--- config.mk ---
export PLATFORM = sky130hd
export DESIGN_NAME = double_ended_queue_core
export DESIGN_NICKNAME = d
export VERILOG_FILES = /design/src/hw/rtl/dq_pkg.sv /design/src/hw/rtl/dq_front.sv /design/src/hw/rtl/dq_back.sv /design/src/hw/rtl/double_ended_queue_core.sv
export SDC_FILE = /design/constraint.sdc
export NUM_CORES = 2
export LEC_CHECK = 0
export BUFFER_PORTS_ARGS = -buffer_cell sky130_fd_sc_hd__buf_2
export CAP_MARGIN = 20
export CORE_UTILIZATION = 55
export CTS_BUF_LIST = sky130_fd_sc_hd__clkbuf_4
export CTS_CLUSTER_DIAMETER = 40
export DETAILED_ROUTE_END_ITERATION = 6
export GPL_ROUTABILITY_DRIVEN = 0
export PLACE_DENSITY = 0.74
export SETUP_SLACK_MARGIN = 0.4
export SYNTH_ARGS = -nofsm -noshare
export SYNTH_HDL_FRONTEND = slang
export SYNTH_HIERARCHICAL = 1
export SYNTH_SLANG_ARGS = --single-unit
--- constraint.sdc ---
create_clock -name clk -period 8.7 [get_ports clk]
set_clock_uncertainty 0.1 [all_clocks]
set_input_delay 1.74 -clock clk [delete_from_list [all_inputs] [get_ports clk]]
set_output_delay 1.74 -clock clk [all_outputs]
set_load 0.02 [all_outputs]
--- src/hw/rtl/dq_pkg.sv ---
// Shared types and constants for the double-ended queue core.
`default_nettype none

package dq_pkg;

  localparam int RING_DEPTH = 64;
  localparam int PTR_W      = 6;
  localparam int OCC_W      = 7;
  localparam int WORD_W     = 32;
  localparam int KIND_W     = 3;
  localparam int CMDQ_DEPTH = 2;
  localparam int CMDQ_PTR_W = $clog2(CMDQ_DEPTH);
  localparam int CMDQ_CNT_W = $clog2(CMDQ_DEPTH + 1);

  typedef enum logic [KIND_W-1:0] {
    OP_PUSH_FRONT = 3'd0,
    OP_PUSH_BACK  = 3'd1,
    OP_POP_FRONT  = 3'd2,
    OP_POP_BACK   = 3'd3,
    OP_SHOW       = 3'd4
  } op_t;

  typedef enum logic [1:0] {
    ST_OK    = 2'd0,
    ST_EMPTY = 2'd1,
    ST_FULL  = 2'd2
  } status_t;

  typedef struct packed {
    op_t               op;
    logic [WORD_W-1:0] value;
  } cmd_t;

  typedef struct packed {
    status_t           status;
    logic [WORD_W-1:0] word;
    logic              last;
  } res_t;

endpackage

`default_nettype wire

--- src/hw/rtl/dq_front.sv ---
// Front end: accepts input words, drops unknown kinds and queues commands.
`default_nettype none

module dq_front (
  input  wire logic                          clk,
  input  wire logic                          rst_n,
  input  wire logic                          in_tvalid,
  output logic                               in_tready,
  input  wire logic [dq_pkg::WORD_W-1:0]     in_tdata,  // [31:0] value
  input  wire logic [dq_pkg::KIND_W-1:0]     in_tuser,  // [2:0] kind
  output logic                               cmd_valid,
  input  wire logic                          cmd_ready,
  output dq_pkg::cmd_t                       cmd
);

  dq_pkg::cmd_t                       cmdq_r [dq_pkg::CMDQ_DEPTH];
  logic [dq_pkg::CMDQ_PTR_W-1:0]      wr_ptr_r, wr_ptr_nxt;
  logic [dq_pkg::CMDQ_PTR_W-1:0]      rd_ptr_r, rd_ptr_nxt;
  logic [dq_pkg::CMDQ_CNT_W-1:0]      cnt_r, cnt_nxt;
  logic                               kind_ok;
  logic                               enq;
  logic                               deq;

  // Kinds outside the operation list are taken and discarded.
  assign kind_ok   = (in_tuser <= dq_pkg::KIND_W'(dq_pkg::OP_SHOW));
  assign in_tready = (cnt_r != dq_pkg::CMDQ_CNT_W'(dq_pkg::CMDQ_DEPTH));
  assign enq       = in_tvalid && in_tready && kind_ok;
  assign cmd_valid = (cnt_r != '0);
  assign deq       = cmd_valid && cmd_ready;
  assign cmd       = cmdq_r[rd_ptr_r];

  always_comb begin
    wr_ptr_nxt = wr_ptr_r;
    rd_ptr_nxt = rd_ptr_r;
    cnt_nxt    = cnt_r;
    if (enq) begin
      wr_ptr_nxt = (wr_ptr_r == dq_pkg::CMDQ_PTR_W'(dq_pkg::CMDQ_DEPTH - 1)) ? '0
                   : wr_ptr_r + 1'b1;
    end
    if (deq) begin
      rd_ptr_nxt = (rd_ptr_r == dq_pkg::CMDQ_PTR_W'(dq_pkg::CMDQ_DEPTH - 1)) ? '0
                   : rd_ptr_r + 1'b1;
    end
    if (enq && !deq) begin
      cnt_nxt = cnt_r + 1'b1;
    end else if (deq && !enq) begin
      cnt_nxt = cnt_r - 1'b1;
    end
  end

  always_ff @(posedge clk) begin
    if (!rst_n) begin
      wr_ptr_r <= '0;
      rd_ptr_r <= '0;
      cnt_r    <= '0;
    end else begin
      wr_ptr_r <= wr_ptr_nxt;
      rd_ptr_r <= rd_ptr_nxt;
      cnt_r    <= cnt_nxt;
    end
  end

  always_ff @(posedge clk) begin
    if (enq) begin
      cmdq_r[wr_ptr_r] <= '{op: dq_pkg::op_t'(in_tuser), value: in_tdata};
    end
  end

endmodule

`default_nettype wire

--- src/hw/rtl/dq_back.sv ---
// Back end: ring store, front pointer and fill count, and the result queue.
`default_nettype none

module dq_back #(
  parameter int CAPACITY = 64
) (
  input  wire logic                          clk,
  input  wire logic                          rst_n,
  input  wire logic                          cmd_valid,
  output logic                               cmd_ready,
  input  wire dq_pkg::cmd_t                  cmd,
  output logic                               out_tvalid,
  input  wire logic                          out_tready,
  output logic [dq_pkg::WORD_W-1:0]          out_tdata,  // [31:0] word
  output logic [1:0]                         out_tuser,  // [1:0] status
  output logic                               out_tlast
);

  typedef enum logic [1:0] {
    S_IDLE = 2'b01,
    S_SHOW = 2'b10
  } state_t;

  state_t                          state_r, state_nxt;
  logic [dq_pkg::PTR_W-1:0]        front_r, front_nxt;
  logic [dq_pkg::OCC_W-1:0]        occ_r, occ_nxt;
  logic [dq_pkg::PTR_W-1:0]        cnt_r, cnt_nxt;

  // Ring store and its registered read port.
  logic [dq_pkg::WORD_W-1:0]       mem [dq_pkg::RING_DEPTH];
  logic [dq_pkg::WORD_W-1:0]       rdata_r;
  logic                            we;
  logic [dq_pkg::PTR_W-1:0]        waddr;
  logic                            re;
  logic [dq_pkg::PTR_W-1:0]        raddr;

  // A read in flight lands in the result queue on the following cycle.
  logic                            fly_r, fly_nxt;
  logic                            fly_last_r, fly_last_nxt;

  // Two-entry result queue.
  dq_pkg::res_t                    oq_r [2];
  logic                            oq_wr_r, oq_rd_r;
  logic [1:0]                      oq_cnt_r, oq_cnt_nxt;
  logic                            deq;
  logic                            enq;
  dq_pkg::res_t                    enq_res;
  logic                            dir_vld;
  dq_pkg::res_t                    dir_res;
  logic [2:0]                      room;
  logic                            can_issue;
  logic                            full;
  logic                            empty;
  logic                            show_last;

  assign full      = (occ_r >= dq_pkg::OCC_W'(CAPACITY));
  assign empty     = (occ_r == '0);
  assign deq       = (oq_cnt_r != '0) && out_tready;
  assign room      = {1'b0, oq_cnt_r} + 3'(fly_r) - 3'(deq);
  assign can_issue = (room <= 3'd1);
  assign show_last = ((dq_pkg::OCC_W'(cnt_r) + 1'b1) == occ_r);

  always_comb begin
    state_nxt    = state_r;
    front_nxt    = front_r;
    occ_nxt      = occ_r;
    cnt_nxt      = cnt_r;
    fly_nxt      = 1'b0;
    fly_last_nxt = fly_last_r;
    cmd_ready    = 1'b0;
    we           = 1'b0;
    waddr        = front_r;
    re           = 1'b0;
    raddr        = front_r;
    dir_vld      = 1'b0;
    dir_res      = '{status: dq_pkg::ST_OK, word: '0, last: 1'b1};
    case (state_r)
      S_IDLE: begin
        if (cmd_valid && can_issue) begin
          case (cmd.op)
            dq_pkg::OP_PUSH_FRONT, dq_pkg::OP_PUSH_BACK: begin
              if (!fly_r) begin
                cmd_ready = 1'b1;
                dir_vld   = 1'b1;
                if (full) begin
                  dir_res.status = dq_pkg::ST_FULL;
                end else begin
                  we      = 1'b1;
                  occ_nxt = occ_r + 1'b1;
                  if (cmd.op == dq_pkg::OP_PUSH_FRONT) begin
                    front_nxt = front_r - 1'b1;
                    waddr     = front_r - 1'b1;
                  end else begin
                    waddr = front_r + occ_r[dq_pkg::PTR_W-1:0];
                  end
                end
              end
            end
            dq_pkg::OP_POP_FRONT, dq_pkg::OP_POP_BACK: begin
              if (empty) begin
                if (!fly_r) begin
                  cmd_ready      = 1'b1;
                  dir_vld        = 1'b1;
                  dir_res.status = dq_pkg::ST_EMPTY;
                end
              end else begin
                cmd_ready    = 1'b1;
                re           = 1'b1;
                fly_nxt      = 1'b1;
                fly_last_nxt = 1'b1;
                occ_nxt      = occ_r - 1'b1;
                if (cmd.op == dq_pkg::OP_POP_FRONT) begin
                  front_nxt = front_r + 1'b1;
                end else begin
                  raddr = front_r + occ_r[dq_pkg::PTR_W-1:0] - 1'b1;
                end
              end
            end
            dq_pkg::OP_SHOW: begin
              if (empty) begin
                if (!fly_r) begin
                  cmd_ready      = 1'b1;
                  dir_vld        = 1'b1;
                  dir_res.status = dq_pkg::ST_EMPTY;
                end
              end else begin
                cmd_ready = 1'b1;
                cnt_nxt   = '0;
                state_nxt = S_SHOW;
              end
            end
            default: begin
              cmd_ready = 1'b1;
            end
          endcase
        end
      end
      S_SHOW: begin
        if (can_issue) begin
          re           = 1'b1;
          raddr        = front_r + cnt_r;
          fly_nxt      = 1'b1;
          fly_last_nxt = show_last;
          cnt_nxt      = cnt_r + 1'b1;
          if (show_last) begin
            state_nxt = S_IDLE;
          end
        end
      end
      default: begin
        state_nxt = S_IDLE;
      end
    endcase
  end

  // Direct results are only produced when no read is landing this cycle.
  assign enq     = fly_r || dir_vld;
  assign enq_res = fly_r ? dq_pkg::res_t'{status: dq_pkg::ST_OK, word: rdata_r,
                                          last: fly_last_r}
                         : dir_res;

  always_comb begin
    oq_cnt_nxt = oq_cnt_r;
    if (enq && !deq) begin
      oq_cnt_nxt = oq_cnt_r + 1'b1;
    end else if (deq && !enq) begin
      oq_cnt_nxt = oq_cnt_r - 1'b1;
    end
  end

  assign out_tvalid = (oq_cnt_r != '0);
  assign out_tdata  = oq_r[oq_rd_r].word;
  assign out_tuser  = oq_r[oq_rd_r].status;
  assign out_tlast  = oq_r[oq_rd_r].last;

  always_ff @(posedge clk) begin
    if (!rst_n) begin
      state_r  <= S_IDLE;
      front_r  <= '0;
      occ_r    <= '0;
      cnt_r    <= '0;
      fly_r    <= 1'b0;
      oq_wr_r  <= 1'b0;
      oq_rd_r  <= 1'b0;
      oq_cnt_r <= '0;
    end else begin
      state_r  <= state_nxt;
      front_r  <= front_nxt;
      occ_r    <= occ_nxt;
      cnt_r    <= cnt_nxt;
      fly_r    <= fly_nxt;
      oq_cnt_r <= oq_cnt_nxt;
      if (enq) begin
        oq_wr_r <= ~oq_wr_r;
      end
      if (deq) begin
        oq_rd_r <= ~oq_rd_r;
      end
    end
  end

  always_ff @(posedge clk) begin
    fly_last_r <= fly_last_nxt;
    if (enq) begin
      oq_r[oq_wr_r] <= enq_res;
    end
  end

  always_ff @(posedge clk) begin
    if (we) begin
      mem[waddr] <= cmd.value;
    end
    if (re) begin
      rdata_r <= mem[raddr];
    end
  end

  a_occ_bound: assert property (@(posedge clk) disable iff (!rst_n)
    occ_r <= dq_pkg::OCC_W'(CAPACITY))
    else $error("fill count beyond capacity");

  a_oq_room: assert property (@(posedge clk) disable iff (!rst_n)
    ({1'b0, oq_cnt_r} + 3'(fly_r)) <= 3'd2)
    else $error("result queue overcommitted");

  a_no_overflow: assert property (@(posedge clk) disable iff (!rst_n)
    enq |-> ((oq_cnt_r != 2'd2) || deq))
    else $error("result queue overflow");

  a_show_nonempty: assert property (@(posedge clk) disable iff (!rst_n)
    (state_r == S_SHOW) |-> (occ_r != '0))
    else $error("showing an empty queue");

  a_single_source: assert property (@(posedge clk) disable iff (!rst_n)
    !(fly_r && dir_vld))
    else $error("two results written in one cycle");

endmodule

`default_nettype wire

--- src/hw/rtl/double_ended_queue_core.sv ---
// Top level of the double-ended queue core: command front end and ring back end.
//
// Usage: each input word carries an operation in in_tuser (push front, push
// back, pop front, pop back, show) and, for pushes, the data word in in_tdata.
// Every push and pop gives one result word with a status in out_tuser (ok,
// empty, full) and, for a pop, the removed data in out_tdata. Show streams
// every stored word from front to back and raises out_tlast on the final
// one; an empty queue answers with a single empty status. Operation codes
// five to seven are accepted and dropped without a result.
// A push, or any empty or full answer, is registered in the command queue and
// then in the result queue before it is offered; a popped or shown word also
// passes through the registered read port of the store before it is queued.
// Throughput: the two-entry command queue takes a word per cycle while it has
// room. Pushes run one per cycle while the receiver keeps out_tready high; a
// push straight after a pop waits for the read in flight. A show holds the back
// end and reads the stored words in turn while the receiver keeps out_tready high.
// Reset clears the front pointer, fill count and both queues; the store
// itself is not cleared. When the receiver stalls, the result queue fills,
// the back end stops, and the command queue then drops in_tready.
`default_nettype none

module double_ended_queue_core #(
  parameter int CAPACITY = 64
) (
  input  wire logic        clk,
  input  wire logic        rst_n,
  // Input channel.
  input  wire logic        in_tvalid,
  output logic             in_tready,
  input  wire logic [31:0] in_tdata,   // [31:0] value
  input  wire logic [2:0]  in_tuser,   // [2:0] kind
  // Result channel.
  output logic             out_tvalid,
  input  wire logic        out_tready,
  output logic [31:0]      out_tdata,  // [31:0] word
  output logic [1:0]       out_tuser,  // [1:0] status
  output logic             out_tlast
);

  // Command hand-over between the two halves.
  logic          cmd_valid;
  logic          cmd_ready;
  dq_pkg::cmd_t  cmd;

  // The front end only classifies and buffers, so it never waits on the
  // back end except through the command queue filling up.
  dq_front u_front (
    .clk       (clk),
    .rst_n     (rst_n),
    .in_tvalid (in_tvalid),
    .in_tready (in_tready),
    .in_tdata  (in_tdata),
    .in_tuser  (in_tuser),
    .cmd_valid (cmd_valid),
    .cmd_ready (cmd_ready),
    .cmd       (cmd)
  );

  // The back end owns the ring store and issues reads only when the result
  // queue is sure to have room for the data when it returns.
  dq_back #(
    .CAPACITY (CAPACITY)
  ) u_back (
    .clk        (clk),
    .rst_n      (rst_n),
    .cmd_valid  (cmd_valid),
    .cmd_ready  (cmd_ready),
    .cmd        (cmd),
    .out_tvalid (out_tvalid),
    .out_tready (out_tready),
    .out_tdata  (out_tdata),
    .out_tuser  (out_tuser),
    .out_tlast  (out_tlast)
  );

endmodule

`default_nettype wire
# After elaboration in Yosys (flattened, before gate mapping)
# Memory sizes are Yosys's and may differ from the RTL's. A register that Yosys moved wholly into a read port is not among the register bits.
# Cells that the tools add are included.
dict set report totals {
  ramBits 2188
  regBits 31
  output_inout_bits 37
  inputBits 39
  memories 3
}
# memory words word_bits rd rd_ports_with_merged_regs wr line
set mem_list {}
lappend mem_list {u_back.mem 64 32 1 1 1 dq_back.sv:30} ;# logic [dq_pkg::WORD_W-1:0] mem [dq_pkg::RING_DEPTH];
lappend mem_list {u_back.oq_r 2 35 1 1 1 dq_back.sv:42} ;# dq_pkg::res_t oq_r [2];
lappend mem_list {u_front.cmdq_r 2 35 1 1 1 dq_front.sv:16} ;# dq_pkg::cmd_t cmdq_r [dq_pkg::CMDQ_DEPTH];
dict set report op_classes {
  n_addsub 17
  n_bitwise 2
  order_cmp 3
  eq_ne 19
  mux 79
  n_reduce_logical 30
}
# op count
set op_table {}
lappend op_table {{6-bit 2-to-1 mux} 20}
lappend op_table {{6-bit one-hot mux with 2 select lines} 3}
lappend op_table {{35-bit 2-to-1 mux} 1}
lappend op_table {{1-bit 2-to-1 mux} 33}
lappend op_table {{2-bit 2-to-1 mux} 12}
lappend op_table {{7-bit 2-to-1 mux} 3}
lappend op_table {{5-bit AND reduction} 3}
lappend op_table {{2-bit inequality test, second input constant} 7}
lappend op_table {{7-bit one-hot mux with 2 select lines} 1}
lappend op_table {{6-bit by 1-bit adder with 6-bit output, second input constant} 2}
lappend op_table {{6-bit adder} 2}
lappend op_table {{2-bit nonzero test} 6}
lappend op_table {{6-bit by 1-bit subtractor with 6-bit output, second input constant} 2}
lappend op_table {{2-bit by 1-bit inequality test with 1-bit output, second input constant} 5}
lappend op_table {{1-bit logical AND} 9}
lappend op_table {{1-bit one-hot mux with 2 select lines} 4}
lappend op_table {{2-bit one-hot mux with 2 select lines} 2}
lappend op_table {{8-bit AND reduction} 1}
lappend op_table {{6-bit by 1-bit adder with 7-bit output, second input constant} 1}
lappend op_table {{7-bit by 1-bit adder with 7-bit output, second input constant} 1}
lappend op_table {{7-bit equality test} 1}
lappend op_table {{7-bit greater-or-equal comparator, second input constant} 1}
lappend op_table {{7-bit zero test} 1}
lappend op_table {{7-bit by 1-bit subtractor with 7-bit output, second input constant} 1}
lappend op_table {{other kinds (19)} 28}

# Depth between registers and ports, before layout
dict set report logic_depth {
  word_depth 12
  ltp_mapped 18
}

# By module
# Netlist, hierarchy kept.
# module cells_each area_per_inst_um2 instances
set modules_own_cells {}
lappend modules_own_cells {dq_back 5916 85727.2 1}
lappend modules_own_cells {dq_front 134 2761.4 1}

# Least setup slack after synthesis
# No wires, ideal clock.
dict set report synth_path {
  path_type {input-to-reg}
  start {in out_tready}
  end {mem u_back/mem[40][0] (netlist bit) (enable)}
  n_path_buf 1
  setup_time_ns 0.421
  t_arrival_ns 5.836
  setup_slack_ns 2.343
  required_ns 8.179
  cell_stages 14
  cell_sequence {nand3_1 o21ai_0 ha_1 fa_1 nor2b_1 and2_1 nand2_1 or4_1 clkbuf_1 a21oi_1 o21ai_0 nor2_1 nand2_1 nor2_1}
}
dict set report synth_between {
  elab_chain_cells 8
  elab_cells_between_ends 10
}
# element line
set synth_lines {}
lappend synth_lines {{start, declared} double_ended_queue_core.sv:34} ;# input wire logic out_tready,
lappend synth_lines {{1-bit logical AND (*)} dq_back.sv:58} ;# assign deq = (oq_cnt_r != '0) && out_tready;
lappend synth_lines {{3-bit by 1-bit subtractor with 3-bit output (*)} dq_back.sv:59} ;# assign room = {1'b0, oq_cnt_r} + 3'(fly_r) - 3'(deq);
lappend synth_lines {{3-bit by 1-bit <= comparator with 1-bit output (*)} dq_back.sv:60} ;# assign can_issue = (room <= 3'd1);
lappend synth_lines {{1-bit logical AND (*)} dq_back.sv:79} ;# if (cmd_valid && can_issue) begin
lappend synth_lines {{1-bit 2-to-1 mux} dq_back.sv:79}
lappend synth_lines {{1-bit 2-to-1 mux} dq_back.sv:77} ;# case (state_r)
lappend synth_lines {{1-bit 2-to-1 mux} dq_back.sv:210} ;# if (we) begin
lappend synth_lines {{1-bit 2-to-1 mux (not written as such)} dq_back.sv:211} ;# mem[waddr] <= cmd.value;
lappend synth_lines {{end, declared} dq_back.sv:30}
# Mark *: on every way between the ends. The rest lies on a longest branch, timed or not.

# Final worst setup path
dict set report layout_path {
  start {in out_tready}
  end {reg u_back/rdata_r[23] (netlist bit), read port of u_back.mem, data pin}
}
dict set report layout_between {
  elab_chain_cells 6
  elab_cells_between_ends 10
}
# element line
set layout_lines {}
lappend layout_lines {{1-bit logical AND (*)} dq_back.sv:58}
lappend layout_lines {{3-bit by 1-bit subtractor with 3-bit output (*)} dq_back.sv:59}
lappend layout_lines {{3-bit by 1-bit <= comparator with 1-bit output (*)} dq_back.sv:60}
lappend layout_lines {{1-bit logical AND} dq_back.sv:79}
lappend layout_lines {{6-bit 2-to-1 mux / 1-bit 2-to-1 mux (equally long branches)} dq_back.sv:79}
lappend layout_lines {{6-bit one-hot mux with 2 select lines / 1-bit one-hot mux with 2 select lines (equally long branches)} dq_back.sv:77}
lappend layout_lines {{end, declared} dq_back.sv:31} ;# logic [dq_pkg::WORD_W-1:0] rdata_r;
# Marked as above.
# A chain may end at the register's enable or synchronous reset.

==> reports/metrics.yaml <==
route:
  wl_met2_mm: 109
  viasPerCell: 6.33
  drt_pass1_iterations: 6
  finalWirelength_mm: 246
  topRoutingLayerUsed: "met5"
  wl_met1_mm: 89.2
  wire_per_inst_um: 27.4
  drtIter0Drc: 8596
  post-route-drc-count: 0
  postRouteAntennaNets: 0
  wl_met3_mm: 33.4
  num_vias: 57000
run_status:
  status: "finished clean"
floorplanning:
  die_w_um: 403
  num_rows: 146
  boundaryPins: 76
  coreArea_um2: 159000
  dieArea_um2: 162000
  start_util_pct: 55.6
  fp.dieH_um: 403
clocking:
  clk_latency_ns: 1.34
  clockBufferDepth: 4
  cts.sinks: 2253
  ctsHoldBuffers: 0
  htree_levels: 6
  cts_setup_buffers: 0
  root_buffer: "clkbuf_4"
  ctsResizeCount: 0
  cts_buffers: 557
  tritoncts: "built"
  clk_pin_slew_ns: 0.06
finish:
  fill_cells: 11400
  drive_gt1_share_pct: 18.8
  area_growth_pct: 11.9
  multiInputGateArea_um2: 19900
  seqCellArea_um2: 67300
  layout.nets: 6570
worst_setup_path:
  cp.arrival_ns: 7.17
  cp.required_ns: 9.69
  worstSetupPathType: "in -> reg"
  rr_worst_depth: 16
  startpoint_type: "input pin"
  reg2reg_to: "u_back/rdata_r[23]"
  path_max_fanout: 51
  crit_chain: "buf_2, nand3_1, o21ai_0, ha_1, fa_1, xnor2_1, nor4_1, a32oi_1, and3_4, buf_12, buf_4, mux2i_1, o22ai_1, nor3_2, o22ai_1, or4_1"
  crit_slowest_cell: "and3_4"
  reg2reg_from: "u_back/oq_cnt_r[0]"
  critPathLaunch: "out_tready"
  critPathCapture: "u_back/rdata_r[23]"
  reg2reg_slack_ns: 2.59
  path_common_cell: "o22ai_1"
  cp-end-kind: "flop"
  cpPeakStageDelay_ns: 0.76
synth:
  syn-cell-area_um2: 88500
  ys_async_sr_fraction_pct: 0
  synth_area_leaders: "edfxtp_1 75%, nand2_1 4.6%, a21oi_1 4.4%, mux2i_1 3.0%, a221oi_1 2.5%"
  synthCells: 6050
  synth_top_cell_by_area: "edfxtp_1"
  seq_area_frac_synth_pct: 76.1
  synth_top_area_share_pct: 75.4
  synth_edf_count: 2221
  syn-num-nets: 6117
  yosysUniqueCellTypes: 70
  synth_ff_type: "edfxtp_1"
  syn_avg_cell_area_um2: 14.6
  yosysWarnings: 6
  synth-seq-cells: 2253
sta:
  period_share_pct: 71.0
  max_freq_ghz: 0.162
  setup_slack_ns: 2.52
  slew_headroom_pct: 27.5
  hold_viol: 0
  period_minus_slack_ns: 6.18
  rsz0062_at_grt: "false"
  setup_tns_ns: 0
  setup_viol: 0
  slew_viol_final: 0
  tightest_slew_ns: 1.09
pwr:
  power_density_nw_per_um2: 266
  vdd_ir_drop_max_v: 0.000212
  power_leakage_nw: 33.6
flow_run:
  cap_viol_max_count: 0
global_routing:
  grt_usage_pct: 30.1
  grt_pass1_wl_mm: 356
  grt_antenna_before_repair: 25
  grt_max_degree: 127
  gr-total-overflow: 0
  grt_pass1_vias: 55700
place:
  portBuffers: 75
  pre_cts_slack_ns: 1.30
  hpwl_mm: 137
worst_hold_path:
  hold_path.class: "reg -> reg"
## through the flow
step,util [%],power (mW),cell area [um2],instances,hold WS [ns]
after floorplan,-,15.9,88500,6050,0.351
after global placement,58.0,17.9,92300,8085,0.392
final,62.2,26.3,99000,8998,0.443
after detailed placement,58.0,18.0,92300,8085,0.422
after CTS,62.1,26.3,98800,8980,0.369
after global routing,62.2,27.2,99000,8989,0.440
## worst min-delay path by stage
stage                                        to         startpoint  cells past startpoint  slack, ns
after floorplan                u_front/wr_ptr_r   u_front/wr_ptr_r                      2       0.35
after global placement         u_front/cnt_r[1]   u_front/cnt_r[1]                      2       0.39
after detailed placement      u_back/oq_r[0][0]  u_back/fly_last_r                      1       0.42
after CTS                  u_front/cmdq_r[1][0]        in_tdata[0]                      1       0.37
after global routing      u_front/cmdq_r[1][29]       in_tdata[29]                      1       0.44
final                          u_front/wr_ptr_r   u_front/wr_ptr_r                      2       0.44
## area by class of cell
class,instances,share of cell area (%)
Antenna cell,13,0.0329
Timing Repair Buffer,283,2.37
Clock buffer,768,5.83
Tap cell,2146,2.71
Inverter,19,0.0721
Clock inverter,127,0.803
Multi-Input combinational cell,3389,20.1
Sequential cell,2253,68.0
## power breakdown
part	internal (mW)	total (mW)	switching (mW)
Clock	4.38	8.37	4.00
Sequential	12.8	12.9	0.110
Combinational	1.29	5.05	3.76
Total	18.5	26.3	7.87
## kinds of logic (layout without fill, tap and decap cells)
family,count (synthesis),in the layout,synth area share (%)
DFF,2253,2253,76.1
and+or+nand+nor,1605,1605,7.71
AOI/OAI and AO/OA,1385,1385,9.48
buffers and inverters,408,1197,2.03
muxes,336,336,3.90
xor gates and xnor gates,35,35,0.346
adders and majority gates,28,28,0.430
other,0,13,0
## layer usage
metal / GRT usage (%) / vias up
li1: - / 24400
met1: 40.3 / 27900
met2: 44.3 / 4058
met3: 8.38 / 636
met4: 17.6 / 18
met5: 0 / -
## placed cells by master (no fill, tap or decap), types with 72 or more instances in the layout
master,n
edfxtp_1,2221
nand2_1,1073
a21oi_1,784
clkbuf_4,768
mux2i_1,264
o22ai_1,259
a221oi_1,253
buf_4,175
nor2_1,165
nor3_1,106
clkinv_1,92
buf_2,76
mux2_2,72
## registers in the layout (all words and copies together) (netlist names), named ones only
register	flops
u_back/fly_last_r	1
u_back/oq_cnt_r	2
u_back/mem	2048
u_back/oq_rd_r	1
u_back/front_r	6
u_back/oq_wr_r	1
u_back/cnt_r	6
u_front/cnt_r	2
u_front/wr_ptr_r	1
u_back/fly_r	1
u_front/rd_ptr_r	1
u_back/occ_r	7
u_back/oq_r	70
u_back/rdata_r	32
u_back/state_r	2
u_front/cmdq_r	70
## cell usage after synthesis, drive strengths merged, types with 24 or more instances
cell    instances
clkbuf        253
or4            36
mux2           72
edfxtp       2221
o21ai          32
mux2i         264
o22ai         259
ha             24
dfxtp          32
xnor2          26
a221oi        253
buf           136
and2           57
nand2        1078
a21oi         785
nor2          229
nor3          141
## worst max-delay path, delay by kind of cell
family                   cells  cell delay [ns]
AND/OR/NAND/NOR              5             2.02
XOR/XNOR                     1             0.34
buffers and inverters        3             0.99
multiplexers                 1             0.25
adder cells (fa/ha/maj)      2             0.65
AO/OA/AOI/OAI                4             1.10
(Power assumes the default switching activity.)
